<file path="config.mk">
export PLATFORM = sky130hd
export DESIGN_NAME = attack_sustain_decay_envelope
export DESIGN_NICKNAME = d
export VERILOG_FILES = /design/src/hw/rtl/asde_pkg.sv /design/src/hw/rtl/attack_sustain_decay_envelope.sv /design/src/hw/rtl/asde_ctrl.sv /design/src/hw/rtl/asde_dp.sv
export VERILOG_INCLUDE_DIRS = /design/src /design/src/hw/rtl
export SDC_FILE = /design/constraint.sdc
export NUM_CORES = 1
export LEC_CHECK = 0
export ABC_CLOCK_PERIOD_IN_PS = 9600
export BUFFER_PORTS_ARGS = -buffer_cell sky130_fd_sc_hd__buf_2
export CAP_MARGIN = 20
export CORE_ASPECT_RATIO = 1.75
export CORE_MARGIN = 2
export CORE_UTILIZATION = 65
export DETAILED_ROUTE_END_ITERATION = 10
export HOLD_SLACK_MARGIN = 0.05
export PLACE_DENSITY = 0.81
export REMOVE_ABC_BUFFERS = 1
export SYNTH_ARGS = -nofsm -noshare
export SYNTH_HDL_FRONTEND = slang
export SYNTH_HIERARCHICAL = 1
export SYNTH_SLANG_ARGS = --single-unit
</file>
<file path="constraint.sdc">
create_clock -name clk -period 9.6 [get_ports clk]
set_input_delay 1.92 -clock clk [delete_from_list [all_inputs] [get_ports clk]]
set_output_delay 1.92 -clock clk [all_outputs]
set_load 0.03 [all_outputs]
</file>
<file path="src/hw/rtl/attack_sustain_decay_envelope_assert.svh">
// assertion macros for the envelope generator
`ifndef ATTACK_SUSTAIN_DECAY_ENVELOPE_ASSERT_SVH
`define ATTACK_SUSTAIN_DECAY_ENVELOPE_ASSERT_SVH
`ifndef SYNTH
`define ASDE_ASSERT_NEVER(label, clk, rst_n, expr, msg) \
	label: assert property (@(posedge clk) disable iff (!rst_n) !(expr)) else $error(msg);
`define ASDE_ASSERT_IMPLIES(label, clk, rst_n, ante, cons, msg) \
	label: assert property (@(posedge clk) disable iff (!rst_n) (ante) |-> (cons)) \
		else $error(msg);
`else
`define ASDE_ASSERT_NEVER(label, clk, rst_n, expr, msg)
`define ASDE_ASSERT_IMPLIES(label, clk, rst_n, ante, cons, msg)
`endif
`endif

</file>
<file path="src/hw/rtl/asde_pkg.sv">
// shared types and constants of the envelope generator
package asde_pkg;

	localparam int LENGTH_BITS    = 20;
	localparam int FRACTION_BITS  = 14;
	localparam int LEVEL_BITS     = FRACTION_BITS + 2;
	localparam int PUNCH_BITS     = FRACTION_BITS + 1;
	localparam int CFG_INDEX_BITS = 3;
	localparam int CFG_DATA_BITS  = (LENGTH_BITS > PUNCH_BITS) ? LENGTH_BITS : PUNCH_BITS;
	localparam int STEP_CNT_BITS  = $clog2(FRACTION_BITS);
	localparam int PROD_BITS      = 2 * PUNCH_BITS;

	localparam logic [LEVEL_BITS-1:0] ONE_LEVEL = LEVEL_BITS'(1) << FRACTION_BITS;
	localparam logic [PUNCH_BITS-1:0] ONE_FRAC  = PUNCH_BITS'(1) << FRACTION_BITS;

	typedef enum logic [CFG_INDEX_BITS-1:0] {
		REG_ATTACK_LENGTH,
		REG_SUSTAIN_LENGTH,
		REG_DECAY_LENGTH,
		REG_PUNCH,
		REG_ONE_SHOT
	} cfg_reg_t;

	typedef enum logic [1:0] {
		STG_ATTACK,
		STG_SUSTAIN,
		STG_DECAY,
		STG_DONE
	} stage_t;

	typedef enum logic [2:0] {
		CS_IDLE,
		CS_SETUP,
		CS_DIVIDE,
		CS_MULT,
		CS_WRITE
	} ctrl_state_t;

	typedef struct packed {
		logic restart;
		logic note_off;
	} tick_t;

	typedef struct packed {
		logic [LEVEL_BITS-1:0] level;
		logic                  active;
		stage_t                stage;
	} result_t;

	typedef struct packed {
		logic accept;
		logic setup;
		logic divide;
		logic mult;
		logic write;
	} asde_cmd_t;

	typedef struct packed {
		logic div_done;
	} asde_status_t;

endpackage

</file>
<file path="src/hw/rtl/attack_sustain_decay_envelope.sv">
// top level of the attack / sustain / decay envelope generator
// usage:
//   tick channel: one beat per output-sample tick, carrying restart and note_off.
//   result channel: one beat per tick with level (Q2.14), active and stage.
//   config port: cfg_we with cfg_index 0 attack_length, 1 sustain_length,
//   2 decay_length, 3 punch, 4 one_shot; write only while no tick is in flight.
// sequence:
//   a tick beat is taken in idle, then the setup state, a restoring divider
//   for stage progress that runs one quotient bit per cycle (ending early when
//   the progress is 0 or full), the punch multiply state and the write state,
//   which loads the result register; no new tick is taken until the voice is
//   back in idle.
// reset:
//   config and envelope state clear (not the result or most divider regs);
//   the voice is idle (level 0, stage 3) until a tick with restart.
// stall:
//   the result register holds its beat while result_stall is high; the next
//   tick is still taken and its result waits in the write cycle until the
//   result register frees.
module attack_sustain_decay_envelope
	import asde_pkg::*;
(
	input  logic                      clk,
	input  logic                      arst_n,
	input  logic                      tick_valid,
	output logic                      tick_stall,
	input  tick_t                     tick,
	output logic                      result_valid,
	input  logic                      result_stall,
	output result_t                   result,
	input  logic                      cfg_we,
	input  logic [CFG_INDEX_BITS-1:0] cfg_index,
	input  logic [CFG_DATA_BITS-1:0]  cfg_data
);

	asde_cmd_t    cmd;
	asde_status_t status;

	asde_ctrl u_ctrl (
		.clk          (clk),
		.arst_n       (arst_n),
		.tick_valid   (tick_valid),
		.tick_stall   (tick_stall),
		.result_valid (result_valid),
		.result_stall (result_stall),
		.status       (status),
		.cmd          (cmd)
	);

	asde_dp u_dp (
		.clk       (clk),
		.arst_n    (arst_n),
		.cmd       (cmd),
		.status    (status),
		.tick      (tick),
		.cfg_we    (cfg_we),
		.cfg_index (cfg_index),
		.cfg_data  (cfg_data),
		.result    (result)
	);

endmodule

</file>
<file path="src/hw/rtl/asde_ctrl.sv">
// controller state machine of the envelope generator
`include "attack_sustain_decay_envelope_assert.svh"
module asde_ctrl
	import asde_pkg::*;
(
	input  logic         clk,
	input  logic         arst_n,
	input  logic         tick_valid,
	output logic         tick_stall,
	output logic         result_valid,
	input  logic         result_stall,
	input  asde_status_t status,
	output asde_cmd_t    cmd
);

	ctrl_state_t              state_q;
	ctrl_state_t              state_next;
	logic [STEP_CNT_BITS-1:0] cnt_q;
	logic                     result_valid_q;

	always_ff @(posedge clk or negedge arst_n) begin
		if (!arst_n) begin
			state_q        <= CS_IDLE;
			cnt_q          <= '0;
			result_valid_q <= 1'b0;
		end else begin
			state_q <= state_next;
			if (cmd.setup) begin
				cnt_q <= '0;
			end else if (cmd.divide) begin
				cnt_q <= cnt_q + STEP_CNT_BITS'(1);
			end
			if (cmd.write) begin
				result_valid_q <= 1'b1;
			end else if (!result_stall) begin
				result_valid_q <= 1'b0;
			end
		end
	end

	always_comb begin
		state_next = state_q;
		cmd        = '0;
		tick_stall = 1'b1;
		unique case (state_q)
			CS_IDLE: begin
				tick_stall = 1'b0;
				if (tick_valid) begin
					cmd.accept = 1'b1;
					state_next = CS_SETUP;
				end
			end
			CS_SETUP: begin
				cmd.setup  = 1'b1;
				state_next = CS_DIVIDE;
			end
			CS_DIVIDE: begin
				cmd.divide = 1'b1;
				if (status.div_done || cnt_q == STEP_CNT_BITS'(FRACTION_BITS - 1)) begin
					state_next = CS_MULT;
				end
			end
			CS_MULT: begin
				cmd.mult   = 1'b1;
				state_next = CS_WRITE;
			end
			CS_WRITE: begin
				if (!result_valid_q || !result_stall) begin
					cmd.write  = 1'b1;
					state_next = CS_IDLE;
				end
			end
			default: begin
				state_next = CS_IDLE;
			end
		endcase
	end

	assign result_valid = result_valid_q;

	`ASDE_ASSERT_IMPLIES(a_valid_from_write, clk, arst_n, $rose(result_valid_q), $past(state_q == CS_WRITE), "result beat raised outside write state")
	`ASDE_ASSERT_IMPLIES(a_step_count_bound, clk, arst_n, state_q == CS_DIVIDE, {1'b0, cnt_q} < (STEP_CNT_BITS + 1)'(FRACTION_BITS), "divide step count overran")

endmodule

</file>
<file path="src/hw/rtl/asde_dp.sv">
// datapath of the envelope generator: state, serial divider, punch multiplier
`include "attack_sustain_decay_envelope_assert.svh"
module asde_dp
	import asde_pkg::*;
(
	input  logic                      clk,
	input  logic                      arst_n,
	input  asde_cmd_t                 cmd,
	output asde_status_t              status,
	input  tick_t                     tick,
	input  logic                      cfg_we,
	input  logic [CFG_INDEX_BITS-1:0] cfg_index,
	input  logic [CFG_DATA_BITS-1:0]  cfg_data,
	output result_t                   result
);

	logic [LENGTH_BITS-1:0] attack_len_q;
	logic [LENGTH_BITS-1:0] sustain_len_q;
	logic [LENGTH_BITS-1:0] decay_len_q;
	logic [PUNCH_BITS-1:0]  punch_q;
	logic                   one_shot_q;

	stage_t                 stage_q;
	logic [LENGTH_BITS-1:0] time_q;
	logic                   released_q;
	logic                   playing_q;
	logic [LEVEL_BITS-1:0]  held_q;

	logic                   idle_q;
	logic                   hold_mode_q;
	logic [LENGTH_BITS-1:0] rem_q;
	logic [LENGTH_BITS-1:0] den_q;
	logic [PUNCH_BITS-1:0]  quo_q;
	logic                   div_done_q;
	logic [PROD_BITS-1:0]   prod_q;
	result_t                result_q;

	stage_t                 st0;
	logic [LENGTH_BITS-1:0] tm0;
	logic                   rel0;
	logic                   play0;
	logic                   hold0;
	logic [LENGTH_BITS:0]   t1;
	logic [LENGTH_BITS-1:0] len0;
	stage_t                 st_new;
	logic [LENGTH_BITS-1:0] tm_new;
	logic                   play_new;
	logic [LENGTH_BITS-1:0] len_cur;
	logic [LENGTH_BITS:0]   rem2;
	logic [PUNCH_BITS-1:0]  frac;
	logic [PUNCH_BITS-1:0]  punch_sat;
	logic [LEVEL_BITS-1:0]  lvl;

	function automatic logic [LENGTH_BITS-1:0] stage_len(input stage_t s,
			input logic [LENGTH_BITS-1:0] a, input logic [LENGTH_BITS-1:0] b,
			input logic [LENGTH_BITS-1:0] c);
		logic [LENGTH_BITS-1:0] r;
		case (s)
			STG_ATTACK:  r = a;
			STG_SUSTAIN: r = b;
			default:     r = c;
		endcase
		return r;
	endfunction

	// tick update
	always_comb begin
		st0   = tick.restart ? STG_ATTACK : stage_q;
		tm0   = tick.restart ? '0 : time_q;
		rel0  = (!tick.restart && released_q) || (tick.note_off && !one_shot_q);
		play0 = tick.restart || playing_q;
		hold0 = !one_shot_q && !rel0;
		t1    = {1'b0, tm0} + (LENGTH_BITS + 1)'(1);
		len0  = stage_len(st0, attack_len_q, sustain_len_q, decay_len_q);
		st_new   = st0;
		tm_new   = t1[LENGTH_BITS-1:0];
		play_new = play0;
		if (hold0 && st0 == STG_SUSTAIN) begin
			if (t1 > {1'b0, sustain_len_q}) begin
				tm_new = sustain_len_q;
			end
		end else if (st0 == STG_DONE || t1 > {1'b0, len0}) begin
			tm_new   = '0;
			st_new   = (st0 == STG_DONE) ? STG_DONE : stage_t'(st0 + 2'd1);
			play_new = (st_new != STG_DONE);
		end
	end

	assign len_cur   = stage_len(stage_q, attack_len_q, sustain_len_q, decay_len_q);
	assign rem2      = {rem_q, 1'b0};
	assign frac      = ONE_FRAC - quo_q;
	assign punch_sat = (punch_q > ONE_FRAC) ? ONE_FRAC : punch_q;

	always_comb begin
		case (stage_q)
			STG_ATTACK:  lvl = LEVEL_BITS'(quo_q);
			STG_SUSTAIN: lvl = hold_mode_q ? ONE_LEVEL :
				ONE_LEVEL + LEVEL_BITS'(prod_q >> (FRACTION_BITS - 1));
			STG_DECAY:   lvl = ONE_LEVEL - LEVEL_BITS'(quo_q);
			default:     lvl = held_q;
		endcase
	end

	always_ff @(posedge clk or negedge arst_n) begin
		if (!arst_n) begin
			attack_len_q  <= '0;
			sustain_len_q <= '0;
			decay_len_q   <= '0;
			punch_q       <= '0;
			one_shot_q    <= 1'b0;
			stage_q       <= STG_ATTACK;
			time_q        <= '0;
			released_q    <= 1'b0;
			playing_q     <= 1'b0;
			held_q        <= '0;
			div_done_q    <= 1'b1;
		end else begin
			if (cfg_we) begin
				unique case (cfg_reg_t'(cfg_index))
					REG_ATTACK_LENGTH:  attack_len_q  <= cfg_data[LENGTH_BITS-1:0];
					REG_SUSTAIN_LENGTH: sustain_len_q <= cfg_data[LENGTH_BITS-1:0];
					REG_DECAY_LENGTH:   decay_len_q   <= cfg_data[LENGTH_BITS-1:0];
					REG_PUNCH:          punch_q       <= cfg_data[PUNCH_BITS-1:0];
					REG_ONE_SHOT:       one_shot_q    <= cfg_data[0];
					default: begin
					end
				endcase
			end
			if (cmd.accept) begin
				released_q <= rel0;
				if (tick.restart) begin
					held_q <= '0;
				end
				if (play0) begin
					stage_q   <= st_new;
					time_q    <= tm_new;
					playing_q <= play_new;
				end
			end
			if (cmd.setup) begin
				if (len_cur == '0) begin
					div_done_q <= 1'b1;
				end else if (time_q >= len_cur) begin
					div_done_q <= 1'b1;
				end else begin
					div_done_q <= 1'b0;
				end
			end
			if (cmd.write && !idle_q) begin
				held_q <= lvl;
			end
		end
	end

	always_ff @(posedge clk) begin
		if (cmd.accept) begin
			idle_q      <= !play0;
			hold_mode_q <= hold0;
		end
		if (cmd.setup) begin
			den_q <= len_cur;
			rem_q <= time_q;
			if (len_cur != '0 && time_q >= len_cur) begin
				quo_q <= ONE_FRAC;
			end else begin
				quo_q <= '0;
			end
		end else if (cmd.divide && !div_done_q) begin
			if (rem2 >= {1'b0, den_q}) begin
				rem_q <= LENGTH_BITS'(rem2 - {1'b0, den_q});
				quo_q <= {quo_q[PUNCH_BITS-2:0], 1'b1};
			end else begin
				rem_q <= rem2[LENGTH_BITS-1:0];
				quo_q <= {quo_q[PUNCH_BITS-2:0], 1'b0};
			end
		end
		if (cmd.mult) begin
			prod_q <= PROD_BITS'(frac) * PROD_BITS'(punch_sat);
		end
		if (cmd.write) begin
			if (idle_q) begin
				result_q.level  <= '0;
				result_q.active <= 1'b0;
				result_q.stage  <= STG_DONE;
			end else begin
				result_q.level  <= lvl;
				result_q.active <= playing_q;
				result_q.stage  <= stage_q;
			end
		end
	end

	assign status.div_done = div_done_q;
	assign result          = result_q;

	`ASDE_ASSERT_NEVER(a_playing_not_done, clk, arst_n, playing_q && stage_q == STG_DONE, "playing voice in finished stage")
	`ASDE_ASSERT_NEVER(a_rem_below_den, clk, arst_n, !div_done_q && rem_q >= den_q, "divider remainder not below divisor")
	`ASDE_ASSERT_IMPLIES(a_quo_bound, clk, arst_n, $past(cmd.setup), quo_q <= ONE_FRAC, "progress above one")

endmodule

</file>
==> results of run 1 <==
[how the worst min path moves through the flow]
stage | from | end | slack [ns] | depth (start not counted)
detailed placement | u_dp/held_q[8]$_DFFE_PN0P_ | u_dp/held_q[8]$_DFFE_PN0P_ | 0.47 | 2
global route | u_dp/held_q[3]$_DFFE_PN0P_ | u_dp/held_q[3]$_DFFE_PN0P_ | 0.52 | 2
floorplan | u_ctrl/cnt_q[3]$_DFFE_PN0P_ | u_ctrl/cnt_q[3]$_DFFE_PN0P_ | 0.45 | 1
global placement | u_dp/held_q[9]$_DFFE_PN0P_ | u_dp/held_q[9]$_DFFE_PN0P_ | 0.46 | 2
finish | u_dp/held_q[3]$_DFFE_PN0P_ | u_dp/held_q[3]$_DFFE_PN0P_ | 0.48 | 2
CTS | u_dp/held_q[8]$_DFFE_PN0P_ | u_dp/held_q[8]$_DFFE_PN0P_ | 0.49 | 2
[kinds of logic (layout without fill, tap and decap cells)]
family	after synthesis	after routing	synth area share
compound gates	327	327	0.110
xor+xnor	80	80	0.0362
fa+ha+maj	337	337	0.276
buf+inv	376	418	0.0731
flops	217	217	0.298
mux	111	111	0.0637
simple gates	629	629	0.143
[cell type report]
| class | instances | area [sq um] |
|---|---|---|
| multi-input combinational | 1484 | 12500 |
| fill | 2338 | 8830 |
| sequential | 217 | 5890 |
| inverter | 290 | 1090 |
| timing repair buffer | 94 | 603 |
| clock buffer | 28 | 582 |
| tap | 387 | 484 |
| clock inverter | 6 | 65.1 |
[synthesized netlist by cell type, types with 12 or more instances]
| cell type | instances | share of area |
|---|---|---|
| a21o_1 | 21 | 0.0080 |
| a21oi_1 | 75 | 0.019 |
| a221oi_1 | 25 | 0.011 |
| a22oi_1 | 23 | 0.0087 |
| a31oi_1 | 13 | 0.0041 |
| clkbuf_1 | 71 | 0.013 |
| dfrtp_1 | 124 | 0.16 |
| edfxtp_1 | 92 | 0.14 |
| fa_1 | 166 | 0.17 |
| ha_1 | 171 | 0.11 |
| inv_1 | 287 | 0.054 |
| mux2_2 | 69 | 0.039 |
| mux2i_1 | 30 | 0.015 |
| nand2_1 | 207 | 0.039 |
| nand3_1 | 27 | 0.0068 |
| nand4_1 | 22 | 0.0070 |
| nor2_1 | 244 | 0.046 |
| nor2b_1 | 43 | 0.014 |
| nor3_1 | 14 | 0.0035 |
| o21a_1 | 12 | 0.0046 |
| o21ai_0 | 71 | 0.018 |
| o221ai_1 | 21 | 0.0093 |
| xnor2_1 | 45 | 0.020 |
| xor2_1 | 33 | 0.015 |
[critical path, delay by kind of cell (launching register included)]
| family | cells | cell delay [ns] |
|---|---|---|
| buffers and inverters | 6 | 0.61 |
| AO/OA/AOI/OAI | 5 | 1.63 |
| flip-flops | 1 | 0.42 |
| adder cells (fa/ha/maj) | 8 | 3.81 |
| XOR/XNOR | 2 | 0.25 |
| AND/OR/NAND/NOR | 6 | 1.73 |
[flip-flops by register name (all words and copies together) (netlist names), 2 cells and up]
register	count
u_dp/decay_len_q	20
u_ctrl/cnt_q	4
u_dp/time_q	20
u_dp/prod_q	16
u_dp/den_q	20
u_dp/stage_q	2
u_dp/rem_q	20
u_dp/held_q	16
u_dp/quo_q	15
u_dp/result	19
u_ctrl/state_q	3
u_dp/attack_len_q	20
u_dp/punch_q	15
u_dp/sustain_len_q	20
[through the flow]
stage,area [sq um],utilization,hold slack (ns),worst slack [ns],instances
2_1_floorplan,19400,-,0.446,1.92,1991
3_3_place_gp,20600,0.684,0.465,1.14,2471
3_5_place_dp,20600,0.684,0.472,0.968,2471
4_1_cts,21200,0.705,0.487,0.958,2505
5_1_grt,21200,0.706,0.518,0.515,2506
6_report,21200,0.706,0.484,0.911,2506
[cells in the final DEF (no fill, tap or decap), drive strengths merged, types with 5 or more instances in the layout]
cell type	n
a21o	21
a21oi	75
a221oi	25
nand4	23
o211ai	11
nand3	27
nor4	5
o21ai	76
and4	5
fa	166
nor3b	8
nand2	208
clkbuf	28
nor2b	43
or3	8
nand2b	7
edfxtp	92
ha	171
xnor2	46
inv	289
a211oi	7
a22o	11
mux2	80
o21a	12
nor3	15
or2	7
a31oi	13
dfrtp	124
nor2	244
mux2i	30
xor2	34
o221ai	21
buf	94
and2	9
a22oi	23
[layer usage]
layer / part of all wire / routed length (microns) / GRT usage
met3: 0.055 / 3520 / 0.0621
met1: 0.29 / 18600 / 0.379
met2: 0.52 / 33100 / 0.735
met4: 0.13 / 8460 / 0.421
met5: 0.00017 / 11 / 0
==> flow_metrics.env, run 1 <==
export IMPL_run_status="finished clean"
export IMPL_regToRegSetupSlack_ns=0.91
export IMPL_synth_enable_flop_cells=92
export IMPL_first_iter_violations=1129
export IMPL_path_max_fanout=10
export IMPL_critPathKind="flip-flop to flip-flop"
export IMPL_critPathLaunch="u_dp/quo_q[0]$_SDFFCE_PP0P_"
export IMPL_final_hold_viol_count=0
export IMPL_htreeDepth=1
export IMPL_crit_top_cell="fa_1"
export IMPL_postCtsSetupRepairBufs=0
export IMPL_cap_violations=0
export IMPL_postRouteAntennaNets=0
export IMPL_area_growth_pct=7.23
export IMPL_final_max_slew_viol_count=0
export IMPL_routed_wirelength_mm=63.7
export IMPL_globalRouteTotalUtil=0.414
export IMPL_post_synth_instance_area_sq_mm=0.0198
export IMPL_io_buffers=50
export IMPL_min_path_type="flip-flop to flip-flop"
export IMPL_worstRegToRegCells=27
export IMPL_rr_startpoint="u_dp/quo_q[0]$_SDFFCE_PP0P_"
export IMPL_timing_worst_slew_pin_value_ns=1.10
export IMPL_postSynthAreaPerCell_sq_um=9.53
export IMPL_cp_arrival_ns=8.95
export IMPL_rsz0062_at_grt="false"
export IMPL_dp_final_hpwl_mm=50.1
export IMPL_via_total_after_detailed_routing=15970
export IMPL_synth_ff_type="dfrtp_1"
export IMPL_diodes=0
export IMPL_yosysWarningCount=6
export IMPL_number_of_buffers_inserted_for_hold_repair_after_clock_tree_synthesis=0
export IMPL_clock_transition_time_at_the_flip_flop_clock_pins_of_the_worst_setup_and_hold_paths_ns=0.07
export IMPL_cells_after_synthesis=2077
export IMPL_fin_nets=2473
export IMPL_drc=0
export IMPL_antenna_found_initial=1
export IMPL_post_drt_wl_per_cell_microns=25.4
export IMPL_critical_path_source_type="flip-flop"
export IMPL_timing_final_crit_share=0.905
export IMPL_cts_buffer_depth=3
export IMPL_layout_min_cycle_time_ns=8.69
export IMPL_cp_slowest_stage_delay_ns=0.78
export IMPL_crit_slowest_cell="a2111oi_0"
export IMPL_setup_viol=0
export IMPL_regToRegEndpoint="u_dp/prod_q[28]$_DFFE_PP_"
export IMPL_maximum_operating_frequency_ghz=0.115
export IMPL_critPathCaptureType="flip-flop"
export IMPL_grt_first_pass_wirelength_mm=97.3
export IMPL_clk_latency_ns=0.52
export IMPL_slew_headroom=0.258
export IMPL_drive_gt1_frac=0.111
export IMPL_via_per_inst=6.37
export IMPL_io_pins=51
export IMPL_grt_max_degree=75
export IMPL_cts_buffers_inserted=19
export IMPL_total_die_area_sq_mm=0.0319
export IMPL_die_x_microns=136
export IMPL_crit_path_end="u_dp/prod_q[28]$_DFFE_PP_"
export IMPL_root_buffer="clkbuf_16"
export IMPL_number_of_global_route_vias_before_repair=17315
export IMPL_async_reset_ff_frac=0.576
export IMPL_skew_ns=0.0182
export IMPL_final_weighted_congestion_of_routability_driven_global_placement=1.01
export IMPL_tns_ns=0
export IMPL_crit_required_ns=9.86
export IMPL_grt_remaining_overflow=0
export IMPL_ys_ff_latch=217
export IMPL_tritoncts="done"
export IMPL_numClockSinks=217
export IMPL_first_pass_iters=9
export IMPL_synth_seq_area_share=0.298
export IMPL_core_area_sq_mm=0.0301
export IMPL_cts_repair_resize_count=0
export IMPL_yosys_cell_types_count=77
export IMPL_starting_density=0.659
export IMPL_row_count=84
export IMPL_height_of_the_die_microns=235
Power of run 1 is left out: the tool's default activity adds up to more than one toggle a clock period on the data nets, which glitch-free logic cannot reach.
==> inputs of run 2 (changes only) <==
--- a/config.mk
+++ b/config.mk
@@ -11,10 +11,10 @@
 export CAP_MARGIN = 20
 export CORE_ASPECT_RATIO = 1.75
 export CORE_MARGIN = 2
-export CORE_UTILIZATION = 65
+export CORE_UTILIZATION = 63
 export DETAILED_ROUTE_END_ITERATION = 10
 export HOLD_SLACK_MARGIN = 0.05
-export PLACE_DENSITY = 0.81
+export PLACE_DENSITY = 0.79
 export REMOVE_ABC_BUFFERS = 1
 export SYNTH_ARGS = -nofsm -noshare
 export SYNTH_HDL_FRONTEND = slang
==> flow_metrics.env, run 2 (synthesis results as in run 1) <==
export IMPL_critPathKind="flip-flop to flip-flop"
export IMPL_tns_ns=0
export IMPL_worstRegToRegCells=26
export IMPL_layout_min_cycle_time_ns=8.77
export IMPL_total_die_area_sq_mm=0.0329
export IMPL_routed_wirelength_mm=61.9
export IMPL_starting_density=0.642
export IMPL_combined_buffer_and_inverter_count_along_the_critical_path=5
export IMPL_rr_startpoint="u_dp/quo_q[0]$_SDFFCE_PP0P_"
export IMPL_regToRegEndpoint="u_dp/prod_q[22]$_DFFE_PP_"
export IMPL_cap_violations=0
export IMPL_root_buffer="clkbuf_16"
export IMPL_io_pins=51
export IMPL_final_max_slew_viol_count=0
export IMPL_worst_slack_ns=0.830
export IMPL_critPathCaptureType="flip-flop"
export IMPL_drive_gt1_frac=0.106
export IMPL_drc=0
export IMPL_grt_max_degree=71
export IMPL_cts_buffer_depth=3
export IMPL_cts_repair_resize_count=0
export IMPL_clk_latency_ns=0.52
export IMPL_post_route_util=0.686
export IMPL_postCtsSetupRepairBufs=0
export IMPL_path_max_fanout=10
export IMPL_first_pass_iters=5
export IMPL_height_of_the_die_microns=238
export IMPL_fin_nets=2467
export IMPL_dp_final_hpwl_mm=47.6
export IMPL_row_count=85
export IMPL_min_path_type="flip-flop to flip-flop"
export IMPL_area_growth_pct=6.90
export IMPL_critical_path_source_type="flip-flop"
export IMPL_sequential_cell_area_sq_mm=0.00589
export IMPL_slew_headroom=0.251
export IMPL_hold_path_end="u_ctrl/cnt_q[3]$_DFFE_PN0P_"
export IMPL_regToRegSetupSlack_ns=0.83
export IMPL_postRouteAntennaNets=0
export IMPL_tritoncts="done"
export IMPL_grt_remaining_overflow=0
export IMPL_crit_slowest_cell="a2111oi_0"
export IMPL_maximum_operating_frequency_ghz=0.114
export IMPL_core_area_sq_mm=0.0308
export IMPL_layout_filler_cells=2439
export IMPL_rsz0062_at_grt="false"
export IMPL_die_x_microns=138
export IMPL_setup_viol=0
export IMPL_hold_path_depth=1
export IMPL_htreeDepth=1
export IMPL_timing_worst_slew_pin_value_ns=1.12
export IMPL_run_status="finished clean"
export IMPL_post_drt_wl_per_cell_microns=24.7
export IMPL_cp_slowest_stage_delay_ns=0.74
export IMPL_antenna_found_initial=3
export IMPL_grt_first_pass_wirelength_mm=95.1
export IMPL_multi_input_combinational_cell_area_sq_mm=0.0125
export IMPL_via_total_after_detailed_routing=15947
export IMPL_crit_top_cell="fa_1"
export IMPL_most_common_cell_after_layout_fill_and_taps_aside="inv_1"
export IMPL_io_buffers=50
export IMPL_pre_cts_slack_ns=0.896
export IMPL_numClockSinks=217
export IMPL_final_hold_viol_count=0
export IMPL_number_of_global_route_vias_before_repair=17123
export IMPL_min_delay_start="u_ctrl/cnt_q[3]$_DFFE_PN0P_"
export IMPL_skew_ns=0.0159
export IMPL_holdWs_ns=0.480
export IMPL_number_of_buffers_inserted_for_hold_repair_after_clock_tree_synthesis=0
export IMPL_via_per_inst=6.36
export IMPL_clock_transition_time_at_the_flip_flop_clock_pins_of_the_worst_setup_and_hold_paths_ns=0.07
export IMPL_layout_common_cells="286 x inv_1, 244 x nor2_1, 207 x nand2_1, 171 x ha_1, 166 x fa_1"
export IMPL_cp_arrival_ns=9.02
export IMPL_cts_buffers_inserted=20
export IMPL_globalRouteTotalUtil=0.392
export IMPL_crit_required_ns=9.85
export IMPL_final_weighted_congestion_of_routability_driven_global_placement=1.07
export IMPL_critical_path_top_delay_family="adder cells"
export IMPL_timing_final_crit_share=0.914
export IMPL_first_iter_violations=900
run 2: layer usage:
layer	vias to the layer above	track usage	part of all wire
met1	7880	0.374	0.31
met2	711	0.685	0.52
li1	7025	-	-
met3	327	0.0716	0.058
met5	-	0	0.00042
met4	4	0.372	0.12
run 2: layout make-up:
type,count,share of cell area
inverters,290,0.0517
flip-flops and latches,217,0.279
multi-input cells,1484,0.591
well taps,391,0.0231
repair buffers,87,0.0252
clock inverters,2,0.000473
diodes,1,0.000118
clock buffers,34,0.0301
run 2: worst max-delay path by stage:
| stage | startpoint | end | slack (ns) | cells after the start |
|---|---|---|---|---|
| final | u_dp/quo_q[0]$_SDFFCE_PP0P_ | u_dp/prod_q[22]$_DFFE_PP_ | 0.83 | 26 |
| after global routing | u_dp/quo_q[0]$_SDFFCE_PP0P_ | u_dp/prod_q[22]$_DFFE_PP_ | 0.40 | 26 |
| after CTS | u_dp/quo_q[0]$_SDFFCE_PP0P_ | u_dp/prod_q[22]$_DFFE_PP_ | 0.89 | 26 |
| after detailed placement | u_dp/quo_q[0]$_SDFFCE_PP0P_ | u_dp/prod_q[28]$_DFFE_PP_ | 0.90 | 26 |
| after global placement | u_dp/quo_q[0]$_SDFFCE_PP0P_ | u_dp/prod_q[28]$_DFFE_PP_ | 0.98 | 26 |
| after floorplan | u_dp/quo_q[0]$_SDFFCE_PP0P_ | u_dp/prod_q[22]$_DFFE_PP_ | 1.92 | 26 |
run 2: stage by stage:
step	instances	area, sq um
final	2506	21200
after global routing	2506	21200
after CTS	2504	21100
after detailed placement	2468	20500
after global placement	2468	20500
after floorplan	1991	19400
Power of run 2 is left out for the same reason.
==> inputs of run 3 (changes only) <==
--- a/config.mk
+++ b/config.mk
@@ -14,7 +14,7 @@
 export CORE_UTILIZATION = 63
 export DETAILED_ROUTE_END_ITERATION = 10
 export HOLD_SLACK_MARGIN = 0.05
-export PLACE_DENSITY = 0.79
+export PLACE_DENSITY_LB_ADDON = 0.12
 export REMOVE_ABC_BUFFERS = 1
 export SYNTH_ARGS = -nofsm -noshare
 export SYNTH_HDL_FRONTEND = slang
==> constraint.sdc (replaced) <==
create_clock -name clk -period 9.6 [get_ports clk]
set_input_delay 0 -clock clk [delete_from_list [all_inputs] [get_ports clk]]
set_output_delay 0 -clock clk [all_outputs]
set_load 0.03 [all_outputs]
==> flow_metrics.env, run 3 (synthesis results as in run 1) <==
export IMPL_finish_instance_area_sq_mm=0.0218
export IMPL_maximum_operating_frequency_ghz=0.114
export IMPL_rsz0062_at_grt="false"
export IMPL_grt_remaining_overflow=0
export IMPL_row_count=85
export IMPL_timing_worst_slew_pin_value_ns=1.30
export IMPL_total_die_area_sq_mm=0.0329
export IMPL_clock_transition_time_at_the_flip_flop_clock_pins_of_the_worst_setup_and_hold_paths_ns=0.07
export IMPL_io_buffers=50
export IMPL_grt_max_degree=73
export IMPL_drive_gt1_frac=0.112
export IMPL_rr_startpoint="u_dp/quo_q[0]$_SDFFCE_PP0P_"
export IMPL_final_max_slew_viol_count=0
export IMPL_run_status="finished clean"
export IMPL_number_of_global_route_vias_before_repair=17197
export IMPL_placed_cell_area_sq_mm=0.0205
export IMPL_layout_min_cycle_time_ns=8.79
export IMPL_multi_input_combinational_cell_area_sq_mm=0.0125
export IMPL_sequential_cell_area_sq_mm=0.00589
export IMPL_htreeDepth=1
export IMPL_grt_first_pass_wirelength_mm=98.1
export IMPL_via_total_after_detailed_routing=16195
export IMPL_critPathKind="flip-flop to flip-flop"
export IMPL_core_area_sq_mm=0.0308
export IMPL_timing_final_crit_share=0.915
export IMPL_skew_ns=0.0228
export IMPL_setup_viol=0
export IMPL_post_drt_wl_per_cell_microns=25.3
export IMPL_first_iter_violations=1117
export IMPL_final_weighted_congestion_of_routability_driven_global_placement=1.03
export IMPL_antenna_found_initial=5
export IMPL_postCtsSetupRepairBufs=0
export IMPL_root_buffer="clkbuf_16"
export IMPL_most_common_cell_after_layout_fill_and_taps_aside="inv_1"
export IMPL_cap_violations=0
export IMPL_critical_path_source_type="flip-flop"
export IMPL_path_max_fanout=10
export IMPL_drc=0
export IMPL_final_hold_viol_count=0
export IMPL_die_x_microns=138
export IMPL_fin_nets=2513
export IMPL_min_path_type="input pin to flip-flop"
export IMPL_height_of_the_die_microns=238
export IMPL_clk_latency_ns=0.55
export IMPL_numClockSinks=217
export IMPL_critPathCaptureType="flip-flop"
export IMPL_routed_wirelength_mm=64.6
export IMPL_critPathLaunch="u_dp/quo_q[0]$_SDFFCE_PP0P_"
export IMPL_layout_filler_cells=2416
export IMPL_starting_density=0.642
export IMPL_cts_buffer_depth=3
export IMPL_cp_arrival_ns=9.08
export IMPL_crit_required_ns=9.89
export IMPL_tritoncts="done"
export IMPL_postRouteAntennaNets=0
export IMPL_area_growth_pct=10.1
export IMPL_via_per_inst=6.33
export IMPL_min_delay_start="result_stall"
export IMPL_dp_final_hpwl_mm=47.7
export IMPL_cts_buffers_inserted=23
export IMPL_io_pins=51
export IMPL_tns_ns=0
export IMPL_layout_common_cells="286 x inv_1, 244 x nor2_1, 207 x nand2_1, 171 x ha_1, 166 x fa_1"
export IMPL_slew_headroom=0.126
export IMPL_globalRouteTotalUtil=0.410
export IMPL_first_pass_iters=6
## run 3: cell types whose count changed in the layout (fill, tap and decap cells not counted), moves of 2 or more
cell           before  now
bufinv_16           0    3
clkbuf_1            9    0
clkinv_2            2    5
clkinv_4            1    4
diode_2             1    3
dlygate4sd3_1       0   40
inv_6               0    2
## run 3: final timing paths
kind / to / slack, ns / cells past startpoint
worst max-delay path: u_dp/prod_q[22]$_DFFE_PP_ / 0.81 / 26
worst min-delay path: u_ctrl/result_valid$_DFFE_PN0P_ / 0.25 / 4
worst max register to register: u_dp/prod_q[22]$_DFFE_PP_ / 0.81 / 26
worst min register to register: u_dp/held_q[8]$_DFFE_PN0P_ / 0.49 / 2
max in group asynchronous: u_dp/held_q[4]$_DFFE_PN0P_ / 8.10 / 4
min in group asynchronous: u_dp/decay_len_q[16]$_DFFE_PN0P_ / 0.52 / 4
## run 3: layout make-up
cell class / instances / area share
Antenna cell: 3 / 0.000345
Clock buffer: 27 / 0.0295
Clock inverter: 15 / 0.00798
Inverter: 290 / 0.0502
Multi-Input combinational cell: 1484 / 0.574
Sequential cell: 217 / 0.271
Tap cell: 391 / 0.0225
Timing Repair Buffer: 130 / 0.0451
## run 3: metal layers
metal / vias to the layer above / routed length, microns / GRT usage
met5: - / 29 / 0
li1: 7117 / - / -
met2: 688 / 32400 / 0.681
met4: 4 / 7660 / 0.391
met3: 367 / 4590 / 0.127
met1: 8019 / 19900 / 0.389
## run 3: stage by stage
step	util	worst slack, ns	hold WS, ns	cells
finish	0.706	0.814	0.247	2557
CTS	0.705	0.923	0.241	2551
detailed placement	0.665	0.923	-0.0250	2468
global placement	0.664	1.22	-0.0307	2466
global route	0.706	0.473	0.264	2554
floorplan	-	1.92	-0.296	1991
## run 3: repair_timing
action | in CTS | in global routing
endpoints found under the setup margin | 0 | 0
gates resized for setup | 0 | 0
endpoints found under the hold margin | 139 | 0
hold buffers | 41 | 0
## run 3: critical path, stage by stage, from the launching register on
cell	delay (ns)
edfxtp_1	0.54
inv_2	0.22
ha_1	0.32
nand3_1	0.20
or4_1	0.57
xnor2_1	0.92
nor2_1	0.17
fa_1	0.55
inv_1	0.05
fa_1	0.53
inv_1	0.06
fa_1	0.53
fa_1	0.44
fa_1	0.55
inv_1	0.05
fa_1	0.52
inv_1	0.04
ha_1	0.35
a21oi_1	0.13
o21ai_0	0.17
a2111oi_0	0.54
buf_4	0.22
nor2_1	0.07
o21ba_2	0.26
nor2_1	0.21
o221ai_1	0.16
xor2_1	0.16
Power of run 3 is left out for the same reason.
